<file path="config.mk">
export PLATFORM = sky130hd
export DESIGN_NAME = motor_encoder_angle_tracker
export DESIGN_NICKNAME = d
export VERILOG_FILES = /design/src/rtl/met_pkg.sv /design/src/rtl/met_front.sv /design/src/rtl/met_queue.sv /design/src/rtl/met_unwrap.sv /design/src/rtl/met_angle.sv /design/src/rtl/motor_encoder_angle_tracker.sv
export SDC_FILE = /design/constraint.sdc
export NUM_CORES = 2
export LEC_CHECK = 0
export BUFFER_PORTS_ARGS = -buffer_cell sky130_fd_sc_hd__buf_4
export CORE_MARGIN = 4
export CORE_UTILIZATION = 30
export CTS_CLUSTER_SIZE = 12
export DETAILED_ROUTE_END_ITERATION = 16
export GPL_ROUTABILITY_DRIVEN = 0
export RECOVER_POWER = 25
export SYNTH_ARGS = -nofsm -noshare
export SYNTH_HDL_FRONTEND = slang
export SYNTH_SLANG_ARGS = --single-unit
</file>
<file path="constraint.sdc">
create_clock -name clk_i -period 18.09 [get_ports clk_i]
set_input_delay 3.618 -clock clk_i [delete_from_list [all_inputs] [get_ports clk_i]]
set_output_delay 3.618 -clock clk_i [all_outputs]
set_load 0.05 [all_outputs]
</file>
<file path="src/rtl/met_pkg.sv">
`timescale 1ns / 1ps
// ----------------------------------------------------------------------------
// met_pkg: shared types and constants of the encoder angle tracker
// Word layouts between the front end, the queue, the unwrap stage and the
// angle pipeline, and the fixed-point constants of the angle maths.
// ----------------------------------------------------------------------------
package met_pkg;

  // Fixed geometry: 13-bit encoder, 15.4:1 gear held as tenths
  localparam int ENCODER_COUNTS = 8192;
  localparam int GEAR_TENTHS    = 154;

  // Q3.13 angle constants
  localparam int Q_TWO_PI = 51472;
  localparam int Q_PI     = 25736;

  // One gear period in tenths of a count
  localparam int PERIOD = ENCODER_COUNTS * GEAR_TENTHS;
  // Turns contribute (10 * turns * 8192) mod PERIOD = 16384 * ((5 * turns) mod 77)
  localparam int RES_MOD   = GEAR_TENTHS / 2;
  localparam int TURN_STEP = (10 * ENCODER_COUNTS / 16384) % RES_MOD;
  localparam int RES_SHIFT = 14;

  // t * 51472 / PERIOD == ((t * 3217) >> 10) / 77
  localparam int ANGLE_MUL   = Q_TWO_PI / 16;
  localparam int ANGLE_SHIFT = 10;

  // Exact divide by 77 for operands below 2^22: ceil(2^32 / 77), take bits 47:32
  localparam logic [25:0] RECIP77 = 26'(((64'd1 << 32) + 64'd76) / 64'd77);

  // Configuration
  localparam int          CFG_W       = 15;
  localparam logic [12:0] JUMP_RESET  = 13'd6666;
  localparam logic [14:0] FOLD_RESET  = 15'd16384;

  typedef enum logic {
    CFG_JUMP_THRESHOLD = 1'b0,
    CFG_FOLD_LIMIT     = 1'b1
  } cfg_idx_e;

  // Queue depth between front end and back end
  localparam int QUEUE_DEPTH = 4;
  localparam int QPTR_W      = 2;

  // How a motor's angle is folded after wrapping
  typedef enum logic [1:0] {
    FOLD_NONE,
    FOLD_POS,
    FOLD_NEG
  } fold_e;

  // Classified frame, front end to back end
  typedef struct packed {
    logic [2:0]         motor;
    fold_e              fold;
    logic               capture;
    logic [12:0]        enc;
    logic signed [15:0] speed;
    logic [15:0]        current;
    logic [7:0]         temp;
  } met_item_t;

  // Unwrapped frame, unwrap stage to angle pipeline
  typedef struct packed {
    logic [2:0]         motor;
    fold_e              fold;
    logic signed [15:0] turns;
    logic [6:0]         res;
    logic signed [13:0] diff;
    logic signed [15:0] speed;
    logic [15:0]        current;
    logic [7:0]         temp;
  } met_unw_t;

  // Finished result word
  typedef struct packed {
    logic [2:0]         motor;
    logic signed [16:0] angle;
    logic signed [15:0] turns;
    logic signed [12:0] speed;
    logic [15:0]        current;
    logic [7:0]         temp;
  } met_result_t;

  // Per-motor mounting trim in Q3.13
  function automatic logic signed [16:0] trim_of(input logic [2:0] motor);
    logic signed [16:0] tr;
    case (motor)
      3'd0:    tr = -17'sd7537;
      3'd1:    tr = 17'sd22118;
      3'd2:    tr = -17'sd22036;
      3'd3:    tr = 17'sd8192;
      3'd4:    tr = 17'sd6881;
      3'd5:    tr = -17'sd22938;
      3'd6:    tr = 17'sd22938;
      3'd7:    tr = -17'sd7619;
      default: tr = '0;
    endcase
    return tr;
  endfunction

  // Floor divide by 77 through the reciprocal
  function automatic logic [15:0] div77(input logic [21:0] x);
    logic [47:0] p;
    p = 48'(x) * 48'(RECIP77);
    return p[47:32];
  endfunction

endpackage

</file>
<file path="src/rtl/met_front.sv">
`timescale 1ns / 1ps
// ----------------------------------------------------------------------------
// met_front: frame intake and classification
// Unpacks the incoming word, reduces the motor index to the motor range and
// tags the fold rule of the motor before the frame enters the queue.
// ----------------------------------------------------------------------------
module met_front
  import met_pkg::*;
#(
  parameter int MOTORS = 8
) (
  input  logic        s_axis_tvalid,
  output logic        s_axis_tready,
  input  logic [55:0] s_axis_tdata,   // motor_index, encoder_count, speed_raw,
                                      // current_raw, temperature_raw
  input  logic        s_axis_tuser,   // capture_offset
  output logic        push_valid_o,
  input  logic        push_ready_i,
  output met_item_t   push_item_o
);

  // Reduce the index modulo the motor count
  function automatic logic [2:0] wrap_motor(input logic [2:0] m);
    logic [4:0] v;
    v = {2'b00, m};
    for (int k = 0; k < 8; k++) begin
      if (v >= 5'(MOTORS)) begin
        v = v - 5'(MOTORS);
      end
    end
    return v[2:0];
  endfunction

  logic [2:0] motor;

  assign motor = wrap_motor(s_axis_tdata[2:0]);

  // Classify and unpack
  always_comb begin
    push_item_o.motor   = motor;
    push_item_o.capture = s_axis_tuser;
    push_item_o.enc     = s_axis_tdata[15:3];
    push_item_o.speed   = $signed(s_axis_tdata[31:16]);
    push_item_o.current = s_axis_tdata[47:32];
    push_item_o.temp    = s_axis_tdata[55:48];
    case (motor)
      3'd1, 3'd6: push_item_o.fold = FOLD_POS;
      3'd2, 3'd5: push_item_o.fold = FOLD_NEG;
      default:    push_item_o.fold = FOLD_NONE;
    endcase
  end

  assign push_valid_o  = s_axis_tvalid;
  assign s_axis_tready = push_ready_i;

endmodule

</file>
<file path="src/rtl/met_queue.sv">
`timescale 1ns / 1ps
// ----------------------------------------------------------------------------
// met_queue: short word queue between front end and back end
// Four-entry FIFO; each side stalls without holding up the other.
// ----------------------------------------------------------------------------
module met_queue
  import met_pkg::*;
(
  input  logic      clk_i,
  input  logic      rst_ni,
  input  logic      push_valid_i,
  output logic      push_ready_o,
  input  met_item_t push_item_i,
  output logic      pop_valid_o,
  input  logic      pop_ready_i,
  output met_item_t pop_item_o
);

  met_item_t         buf_q [QUEUE_DEPTH];
  logic [QPTR_W-1:0] wr_ptr_q, wr_ptr_d;
  logic [QPTR_W-1:0] rd_ptr_q, rd_ptr_d;
  logic [QPTR_W:0]   cnt_q, cnt_d;
  logic              push, pop;

  assign push_ready_o = (cnt_q != (QPTR_W+1)'(QUEUE_DEPTH));
  assign pop_valid_o  = (cnt_q != '0);
  assign pop_item_o   = buf_q[rd_ptr_q];
  assign push         = push_valid_i && push_ready_o;
  assign pop          = pop_valid_o && pop_ready_i;

  // Advance pointers and fill count
  always_comb begin
    wr_ptr_d = push ? wr_ptr_q + 1'b1 : wr_ptr_q;
    rd_ptr_d = pop ? rd_ptr_q + 1'b1 : rd_ptr_q;
    cnt_d    = cnt_q;
    if (push && !pop) begin
      cnt_d = cnt_q + 1'b1;
    end else if (pop && !push) begin
      cnt_d = cnt_q - 1'b1;
    end
  end

  always_ff @(posedge clk_i or negedge rst_ni) begin
    if (!rst_ni) begin
      wr_ptr_q <= '0;
      rd_ptr_q <= '0;
      cnt_q    <= '0;
    end else begin
      wr_ptr_q <= wr_ptr_d;
      rd_ptr_q <= rd_ptr_d;
      cnt_q    <= cnt_d;
    end
  end

  // Store the incoming word
  always_ff @(posedge clk_i) begin
    if (push) begin
      buf_q[wr_ptr_q] <= push_item_i;
    end
  end

endmodule

</file>
<file path="src/rtl/met_unwrap.sv">
`timescale 1ns / 1ps
// ----------------------------------------------------------------------------
// met_unwrap: per-motor multi-turn unwrap
// Holds offset, last reading, turn count and turn residue mod 77 per motor,
// updates them for one frame a cycle unless stalled; registers the result.
// ----------------------------------------------------------------------------
module met_unwrap
  import met_pkg::*;
#(
  parameter int MOTORS = 8
) (
  input  logic        clk_i,
  input  logic        rst_ni,
  input  logic [12:0] jump_threshold_i,
  input  logic        in_valid_i,
  output logic        in_ready_o,
  input  met_item_t   in_item_i,
  output logic        out_valid_o,
  input  logic        out_ready_i,
  output met_unw_t    out_unw_o
);

  localparam int MIDX_W = (MOTORS > 1) ? $clog2(MOTORS) : 1;

  logic [12:0]        zoff_q  [MOTORS];
  logic [12:0]        prev_q  [MOTORS];
  logic signed [15:0] turns_q [MOTORS];
  logic [6:0]         res_q   [MOTORS];

  logic               vld_q;
  met_unw_t           unw_q, unw_d;

  logic [MIDX_W-1:0]  mi;
  logic               take;
  logic [12:0]        zoff_n;
  logic signed [15:0] turns_b, turns_n;
  logic [6:0]         res_b, res_n;
  logic signed [13:0] delta, thr;
  logic               dec, inc;

  assign mi         = MIDX_W'(in_item_i.motor);
  assign in_ready_o = !vld_q || out_ready_i;
  assign take       = in_valid_i && in_ready_o;

  // Capture, jump test and saturating turn step
  always_comb begin
    zoff_n  = in_item_i.capture ? in_item_i.enc : zoff_q[mi];
    turns_b = in_item_i.capture ? 16'sd0 : turns_q[mi];
    res_b   = in_item_i.capture ? 7'd0 : res_q[mi];
    delta   = $signed({1'b0, in_item_i.enc}) - $signed({1'b0, prev_q[mi]});
    thr     = $signed({1'b0, jump_threshold_i});
    dec     = (delta > thr) && (turns_b != -16'sd32768);
    inc     = (delta < -thr) && !(delta > thr) && (turns_b != 16'sd32767);
    turns_n = turns_b;
    res_n   = res_b;
    if (dec) begin
      turns_n = turns_b - 16'sd1;
      res_n   = (res_b < 7'(TURN_STEP)) ? res_b + 7'(RES_MOD - TURN_STEP)
                                         : res_b - 7'(TURN_STEP);
    end else if (inc) begin
      turns_n = turns_b + 16'sd1;
      res_n   = (res_b + 7'(TURN_STEP) >= 7'(RES_MOD))
                ? res_b + 7'(TURN_STEP) - 7'(RES_MOD)
                : res_b + 7'(TURN_STEP);
    end

    unw_d.motor   = in_item_i.motor;
    unw_d.fold    = in_item_i.fold;
    unw_d.turns   = turns_n;
    unw_d.res     = res_n;
    unw_d.diff    = $signed({1'b0, in_item_i.enc}) - $signed({1'b0, zoff_n});
    unw_d.speed   = in_item_i.speed;
    unw_d.current = in_item_i.current;
    unw_d.temp    = in_item_i.temp;
  end

  // Per-motor state write-back
  always_ff @(posedge clk_i or negedge rst_ni) begin
    if (!rst_ni) begin
      for (int m = 0; m < MOTORS; m++) begin
        zoff_q[m]  <= '0;
        prev_q[m]  <= '0;
        turns_q[m] <= '0;
        res_q[m]   <= '0;
      end
    end else if (take) begin
      zoff_q[mi]  <= zoff_n;
      prev_q[mi]  <= in_item_i.enc;
      turns_q[mi] <= turns_n;
      res_q[mi]   <= res_n;
    end
  end

  // Output stage
  always_ff @(posedge clk_i or negedge rst_ni) begin
    if (!rst_ni) begin
      vld_q <= 1'b0;
    end else if (in_ready_o) begin
      vld_q <= in_valid_i;
    end
  end

  always_ff @(posedge clk_i) begin
    if (take) begin
      unw_q <= unw_d;
    end
  end

  assign out_valid_o = vld_q;
  assign out_unw_o   = unw_q;

endmodule

</file>
<file path="src/rtl/met_angle.sv">
`timescale 1ns / 1ps
// ----------------------------------------------------------------------------
// met_angle: angle and speed pipeline
// Reduces the unwrapped count over one gear period, scales it to Q3.13,
// adds the motor trim, wraps and folds; divides speed by the gear ratio.
// ----------------------------------------------------------------------------
module met_angle
  import met_pkg::*;
(
  input  logic        clk_i,
  input  logic        rst_ni,
  input  logic [14:0] fold_limit_i,
  input  logic        in_valid_i,
  output logic        in_ready_o,
  input  met_unw_t    in_unw_i,
  output logic        out_valid_o,
  input  logic        out_ready_i,
  output met_result_t out_res_o
);

  typedef struct packed {
    logic [2:0]         motor;
    fold_e              fold;
    logic signed [15:0] turns;
    logic [15:0]        current;
    logic [7:0]         temp;
  } side_t;

  typedef struct packed {
    side_t       side;
    logic [20:0] t;
    logic [17:0] smag;
    logic        sneg;
  } stg_a_t;

  typedef struct packed {
    side_t       side;
    logic [21:0] y;
    logic [11:0] sq;
    logic        sneg;
  } stg_b_t;

  typedef struct packed {
    side_t              side;
    logic [15:0]        ang0;
    logic signed [12:0] spd;
  } stg_c_t;

  logic        a_vld_q, b_vld_q, c_vld_q, o_vld_q;
  logic        a_rdy, b_rdy, c_rdy, o_rdy;
  stg_a_t      a_q, a_d;
  stg_b_t      b_q, b_d;
  stg_c_t      c_q, c_d;
  met_result_t o_q, o_d;

  logic signed [21:0] sum;
  logic signed [21:0] diff_x;
  logic [15:0]        mag16;
  logic [32:0]        aprod;
  logic signed [18:0] w, w2, ang, flim;

  // Stall chain, last stage first
  assign o_rdy      = !o_vld_q || out_ready_i;
  assign c_rdy      = !c_vld_q || o_rdy;
  assign b_rdy      = !b_vld_q || c_rdy;
  assign a_rdy      = !a_vld_q || b_rdy;
  assign in_ready_o = a_rdy;

  // Stage A: gear-period reduction and speed magnitude
  always_comb begin
    diff_x = {{8{in_unw_i.diff[13]}}, in_unw_i.diff};
    sum    = $signed({1'b0, in_unw_i.res, {RES_SHIFT{1'b0}}})
             + (diff_x <<< 3) + (diff_x <<< 1);
    if (sum < 22'sd0) begin
      a_d.t = 21'(sum + 22'(PERIOD));
    end else if (sum >= 22'(PERIOD)) begin
      a_d.t = 21'(sum - 22'(PERIOD));
    end else begin
      a_d.t = 21'(sum);
    end
    a_d.sneg = in_unw_i.speed[15];
    mag16    = a_d.sneg ? 16'(-in_unw_i.speed) : 16'(in_unw_i.speed);
    a_d.smag = {mag16, 2'b00} + 18'(mag16);
    a_d.side.motor   = in_unw_i.motor;
    a_d.side.fold    = in_unw_i.fold;
    a_d.side.turns   = in_unw_i.turns;
    a_d.side.current = in_unw_i.current;
    a_d.side.temp    = in_unw_i.temp;
  end

  // Stage B: scale to radians, divide speed
  always_comb begin
    aprod     = 33'(a_q.t) * 33'(ANGLE_MUL);
    b_d.y     = 22'(aprod >> ANGLE_SHIFT);
    b_d.sq    = 12'(div77(22'(a_q.smag)));
    b_d.sneg  = a_q.sneg;
    b_d.side  = a_q.side;
  end

  // Stage C: finish the angle divide, sign the speed
  always_comb begin
    c_d.ang0 = div77(b_q.y);
    c_d.spd  = b_q.sneg ? -$signed({1'b0, b_q.sq}) : $signed({1'b0, b_q.sq});
    c_d.side = b_q.side;
  end

  // Output stage: trim, wrap into [-pi, pi), fold
  always_comb begin
    w    = $signed({3'b000, c_q.ang0}) + 19'(trim_of(c_q.side.motor)) + 19'sd25736;
    w2   = (w >= 19'(Q_TWO_PI)) ? w - 19'(Q_TWO_PI) : w;
    ang  = w2 - 19'(Q_PI);
    flim = $signed({4'b0000, fold_limit_i});
    case (c_q.side.fold)
      FOLD_POS: begin
        if (ang > flim) begin
          ang = ang - 19'(Q_TWO_PI);
        end
      end
      FOLD_NEG: begin
        if (ang < -flim) begin
          ang = ang + 19'(Q_TWO_PI);
        end
      end
      default: begin
      end
    endcase
    o_d.motor   = c_q.side.motor;
    o_d.angle   = ang[16:0];
    o_d.turns   = c_q.side.turns;
    o_d.speed   = c_q.spd;
    o_d.current = c_q.side.current;
    o_d.temp    = c_q.side.temp;
  end

  // Valid bits
  always_ff @(posedge clk_i or negedge rst_ni) begin
    if (!rst_ni) begin
      a_vld_q <= 1'b0;
      b_vld_q <= 1'b0;
      c_vld_q <= 1'b0;
      o_vld_q <= 1'b0;
    end else begin
      if (a_rdy) a_vld_q <= in_valid_i;
      if (b_rdy) b_vld_q <= a_vld_q;
      if (c_rdy) c_vld_q <= b_vld_q;
      if (o_rdy) o_vld_q <= c_vld_q;
    end
  end

  // Stage payloads
  always_ff @(posedge clk_i) begin
    if (a_rdy && in_valid_i) a_q <= a_d;
    if (b_rdy && a_vld_q)    b_q <= b_d;
    if (c_rdy && b_vld_q)    c_q <= c_d;
    if (o_rdy && c_vld_q)    o_q <= o_d;
  end

  assign out_valid_o = o_vld_q;
  assign out_res_o   = o_q;

endmodule

</file>
<file path="src/rtl/motor_encoder_angle_tracker.sv">
`timescale 1ns / 1ps
// ----------------------------------------------------------------------------
// motor_encoder_angle_tracker: multi-turn encoder unwrap to joint angles
//
//   channel   dir   handshake               payload
//   s_axis    in    tvalid / tready          tdata 56 bits, tuser capture flag
//   m_axis    out   tvalid / tready          tdata 80 bits
//   cfg       in    cfg_we_i                 cfg_idx_i, cfg_data_i (15 bits)
//
// One frame per cycle sustained while m_axis_tready holds; a frame passes
// the queue, the per-motor unwrap stage (a single read-modify-write of the
// motor's state) and the angle pipeline stages A, B, C and output, in order.
// Reset clears all per-motor state and loads the register defaults at once.
// An output stall fills the pipeline and then the four-word queue before
// s_axis_tready drops.
// ----------------------------------------------------------------------------
module motor_encoder_angle_tracker
  import met_pkg::*;
#(
  parameter int MOTORS = 8
) (
  input  logic        clk_i,
  input  logic        rst_ni,
  input  logic        s_axis_tvalid,
  output logic        s_axis_tready,
  input  logic [55:0] s_axis_tdata,   // motor_index[2:0], encoder_count[15:3],
                                      // speed_raw[31:16], current_raw[47:32],
                                      // temperature_raw[55:48]
  input  logic        s_axis_tuser,   // capture_offset
  output logic        m_axis_tvalid,
  input  logic        m_axis_tready,
  output logic [79:0] m_axis_tdata,   // motor_id[2:0], joint_angle[19:3],
                                      // turn_count[35:20], output_speed[48:36],
                                      // current_out[64:49], temperature_out[72:65]
  input  logic        cfg_we_i,
  input  logic        cfg_idx_i,
  input  logic [CFG_W-1:0] cfg_data_i
);

  logic [12:0] jump_threshold_q;
  logic [14:0] fold_limit_q;

  logic        push_valid, push_ready, pop_valid, pop_ready;
  met_item_t   push_item, pop_item;
  logic        unw_valid, unw_ready;
  met_unw_t    unw;
  met_result_t res;

  // Configuration registers
  always_ff @(posedge clk_i or negedge rst_ni) begin
    if (!rst_ni) begin
      jump_threshold_q <= JUMP_RESET;
      fold_limit_q     <= FOLD_RESET;
    end else if (cfg_we_i) begin
      case (cfg_idx_e'(cfg_idx_i))
        CFG_JUMP_THRESHOLD: jump_threshold_q <= cfg_data_i[12:0];
        CFG_FOLD_LIMIT:     fold_limit_q     <= cfg_data_i[14:0];
        default: begin
        end
      endcase
    end
  end

  met_front #(
    .MOTORS (MOTORS)
  ) u_front (
    .s_axis_tvalid (s_axis_tvalid),
    .s_axis_tready (s_axis_tready),
    .s_axis_tdata  (s_axis_tdata),
    .s_axis_tuser  (s_axis_tuser),
    .push_valid_o  (push_valid),
    .push_ready_i  (push_ready),
    .push_item_o   (push_item)
  );

  met_queue u_queue (
    .clk_i        (clk_i),
    .rst_ni       (rst_ni),
    .push_valid_i (push_valid),
    .push_ready_o (push_ready),
    .push_item_i  (push_item),
    .pop_valid_o  (pop_valid),
    .pop_ready_i  (pop_ready),
    .pop_item_o   (pop_item)
  );

  met_unwrap #(
    .MOTORS (MOTORS)
  ) u_unwrap (
    .clk_i            (clk_i),
    .rst_ni           (rst_ni),
    .jump_threshold_i (jump_threshold_q),
    .in_valid_i       (pop_valid),
    .in_ready_o       (pop_ready),
    .in_item_i        (pop_item),
    .out_valid_o      (unw_valid),
    .out_ready_i      (unw_ready),
    .out_unw_o        (unw)
  );

  met_angle u_angle (
    .clk_i        (clk_i),
    .rst_ni       (rst_ni),
    .fold_limit_i (fold_limit_q),
    .in_valid_i   (unw_valid),
    .in_ready_o   (unw_ready),
    .in_unw_i     (unw),
    .out_valid_o  (m_axis_tvalid),
    .out_ready_i  (m_axis_tready),
    .out_res_o    (res)
  );

  // Pack the result word, low field first
  assign m_axis_tdata = {7'd0, res.temp, res.current, res.speed, res.turns,
                         res.angle, res.motor};

endmodule
</file>
==> qor.yml <==
route:
  antenna_left: 0
  vias: 43700
  vias_per_cell: 4.84
  drt-pass1-iter-count: 8
  drt_wl_total_mm: 170
  wire_per_inst_um: 18.9
  drc: 0
  first_iter_violations: 3167
worst_hold_path:
  hp-class: "reg -> reg"
worst_setup_path:
  end_kind: "flip-flop"
  crit_type: "reg -> reg"
  cp.required_ns: 18.72
  crit_path_top_delay_cell: "o21ai_0"
  cp_num_buf_inv: 5
  startpoint_type: "flip-flop"
  cpLargestDelayFamily: "compound AO/OA/AOI/OAI gates"
  crit_path_max_fanout: 30
  cp_slowest_stage_delay_ns: 3.00
  arrival_ns: 13.06
cts:
  cts_inserted_buffers: 117
  cts_resized: 0
  clock_latency_ns: 0.80
  h-tree-depth: 3
  post_cts_buffers: 0
  postCtsHoldBufs: 0
  clock_sinks: 1077
  cts_root_buf: "clkbuf_16"
  cts_tree: "built"
  clock_path_buffers: 3
  path_clk_slew_ns: 0.06
sta:
  setup_viol: 0
  slew_viol_final: 231
  final_hold_viol_count: 0
  slew_headroom_pct: -260
  fmax_mhz: 80.4
  whs_ns: 0.411
  worst_pin_slew_ns: 5.39
  tns_ns: 0
  grt_setup_unrepaired: "false"
  fin_skew_ns: 0.111
  period_minus_slack_ns: 12.43
  fin_crit_sh_pct: 68.7
final_layout:
  drive_above_1_share_pct: 11.2
  synthToLayoutAreaGrowth_pct: 12.3
  final_cell_mix: "inv_1, ha_1, edfxtp_1"
  final_nets: 7119
  final_util_pct: 33.9
  layout_commonest_cell: "inv_1"
  nFillCells: 22300
placed_design:
  hpwl_mm: 125
  io_buffers: 152
grt:
  grt-ovfl-total: 0
  track_usage_pct: 14.4
  grt_pass1_vias: 45400
  antenna_found_initial: 9
  grt_start_max_net_pins: 93
  grt_pass1_wl_mm: 268
floorplan:
  die_w_um: 486
  core_area_um2: 227000
  start_util_pct: 30.2
  die_area_um2: 237000
  dieHeight_um: 486
  io_pins: 160
  num_rows: 175
run_status:
  violations: "max-capacitance violations, max-slew violations"
  status: "complete, but fails checks"
synth:
  avgSynthCellArea_um2: 11.9
  synth_cells: 5765
  ys_types: 106
  synth_seq_cells: 1077
  async_reset_ff_share_pct: 40.1
  synth_edf_count: 629
  ys.flop_type: "edfxtp_1"
  syn_area_um2: 68700
  seq_area_frac_synth_pct: 43.7
  yosys_warnings: 0
flow_run:
  max_cap_viol_count: 6
## area by class of cell
type / count / area (um2) / area share, %
multi-input cells: 3691 / 34900 / 45.3
clock buffers: 176 / 3450 / 4.48
diodes: 6 / 15.0 / 0.0195
inverters: 826 / 3100 / 4.02
well taps: 3009 / 3760 / 4.88
flip-flops and latches: 1077 / 30000 / 38.9
repair buffers: 205 / 1310 / 1.69
clock inverters: 43 / 524 / 0.680
## state kept, by name, summed over array words and instances, names as in the netlist, named ones only
name and cells:
u_angle.c_q 74, u_queue.cnt_q 3, u_angle.b_q 80, u_angle.b_vld_q 1, u_unwrap.out_unw_o 82, u_unwrap.out_valid_o 1
fold_limit_q 15, u_angle.a_q 84, u_unwrap.turns_q 128, u_angle.c_vld_q 1, u_queue.wr_ptr_q 2, u_queue.rd_ptr_q 2
u_angle.a_vld_q 1, u_unwrap.prev_q 104, u_unwrap.zoff_q 104, u_angle.out_res_o 73, u_unwrap.res_q 56, u_angle.out_valid_o 1
u_queue.buf_q 236, jump_threshold_q 13
## cells by family after synthesis
logic type / Yosys count / synth area share, %
simple gates: 1050 / 7.02
xor+xnor: 226 / 2.94
flops: 1077 / 43.7
fa+ha+maj: 1123 / 25.6
buf+inv: 1003 / 5.57
compound gates: 978 / 9.12
mux: 307 / 6.02
other cells: 1 / 0.00546
## metrics by stage
stage / instance area, um2 / setup WS (ns) / cells
after floorplan: 68700 / 9.78 / 5771
after global placement: 73400 / 8.67 / 8808
after detailed placement: 73400 / 8.58 / 8808
after CTS: 77400 / 8.49 / 9027
after global routing: 77100 / 4.89 / 9029
final: 77100 / 5.66 / 9033
## routing by layer
metal | vias to the layer above | wire length (um) | global-route usage [%]
met5 | - | 0 | 0
met4 | 0 | 4580 | 4.21
met3 | 232 | 8790 | 2.25
met2 | 1080 | 80700 | 23.8
met1 | 22100 | 76300 | 19.5
li1 | 20300 | - | -
## path summary, 6_finish.rpt
path	cells after the start	endpoint	startpoint	slack, ns
min in group asynchronous	1	u_unwrap.turns_q[1]$_DFFE_PN0P_	rst_ni	4.89
worst min register to register	0	u_angle.c_q[49]$_DFFE_PP_	u_angle.b_q[55]$_DFFE_PP_	0.41
worst max-delay path	34	u_unwrap.turns_q[109]$_DFFE_PN0P_	u_queue.rd_ptr_q[0]$_DFFE_PN0P_	5.66
max in group asynchronous	3	u_unwrap.res_q[1]$_DFFE_PN0P_	rst_ni	9.21
worst max register to register	34	u_unwrap.turns_q[109]$_DFFE_PN0P_	u_queue.rd_ptr_q[0]$_DFFE_PN0P_	5.66
worst min-delay path	0	u_angle.c_q[49]$_DFFE_PP_	u_angle.b_q[55]$_DFFE_PP_	0.41
## cell usage after synthesis (all sizes together) (10+ instances only)
cell | number | share of area, %
o21ai | 348 | 2.5
o22ai | 57 | 0.52
fa | 470 | 14
or3 | 18 | 0.16
a31oi | 21 | 0.20
or4 | 10 | 0.11
o21bai | 25 | 0.27
nand2b | 34 | 0.31
and3 | 34 | 0.31
o21a | 46 | 0.50
a22oi | 21 | 0.23
xnor2 | 159 | 2.0
o221ai | 12 | 0.15
dfrtp | 426 | 16
mux2 | 217 | 3.6
mux4 | 63 | 2.1
o311ai | 10 | 0.14
o31ai | 16 | 0.19
edfxtp | 629 | 28
a2111oi | 11 | 0.17
nand3 | 62 | 0.45
a22o | 10 | 0.13
a221oi | 25 | 0.34
and2 | 18 | 0.16
nor2 | 216 | 1.2
nand2 | 461 | 2.5
buf | 36 | 0.28
nor3 | 70 | 0.53
a21oi | 175 | 1.3
a21boi | 13 | 0.14
dfxtp | 16 | 0.47
a21o | 58 | 0.63
clkbuf | 141 | 0.77
xor2 | 65 | 0.83
o211ai | 32 | 0.36
or2 | 23 | 0.21
ha | 653 | 12
a211oi | 27 | 0.31
inv | 824 | 4.5
nor2b | 35 | 0.32
mux2i | 27 | 0.39
nor4 | 21 | 0.19
nand4 | 15 | 0.14
Power is left out: the tool's default activity adds up to more than one toggle a clock period on the data nets, which glitch-free logic cannot reach.
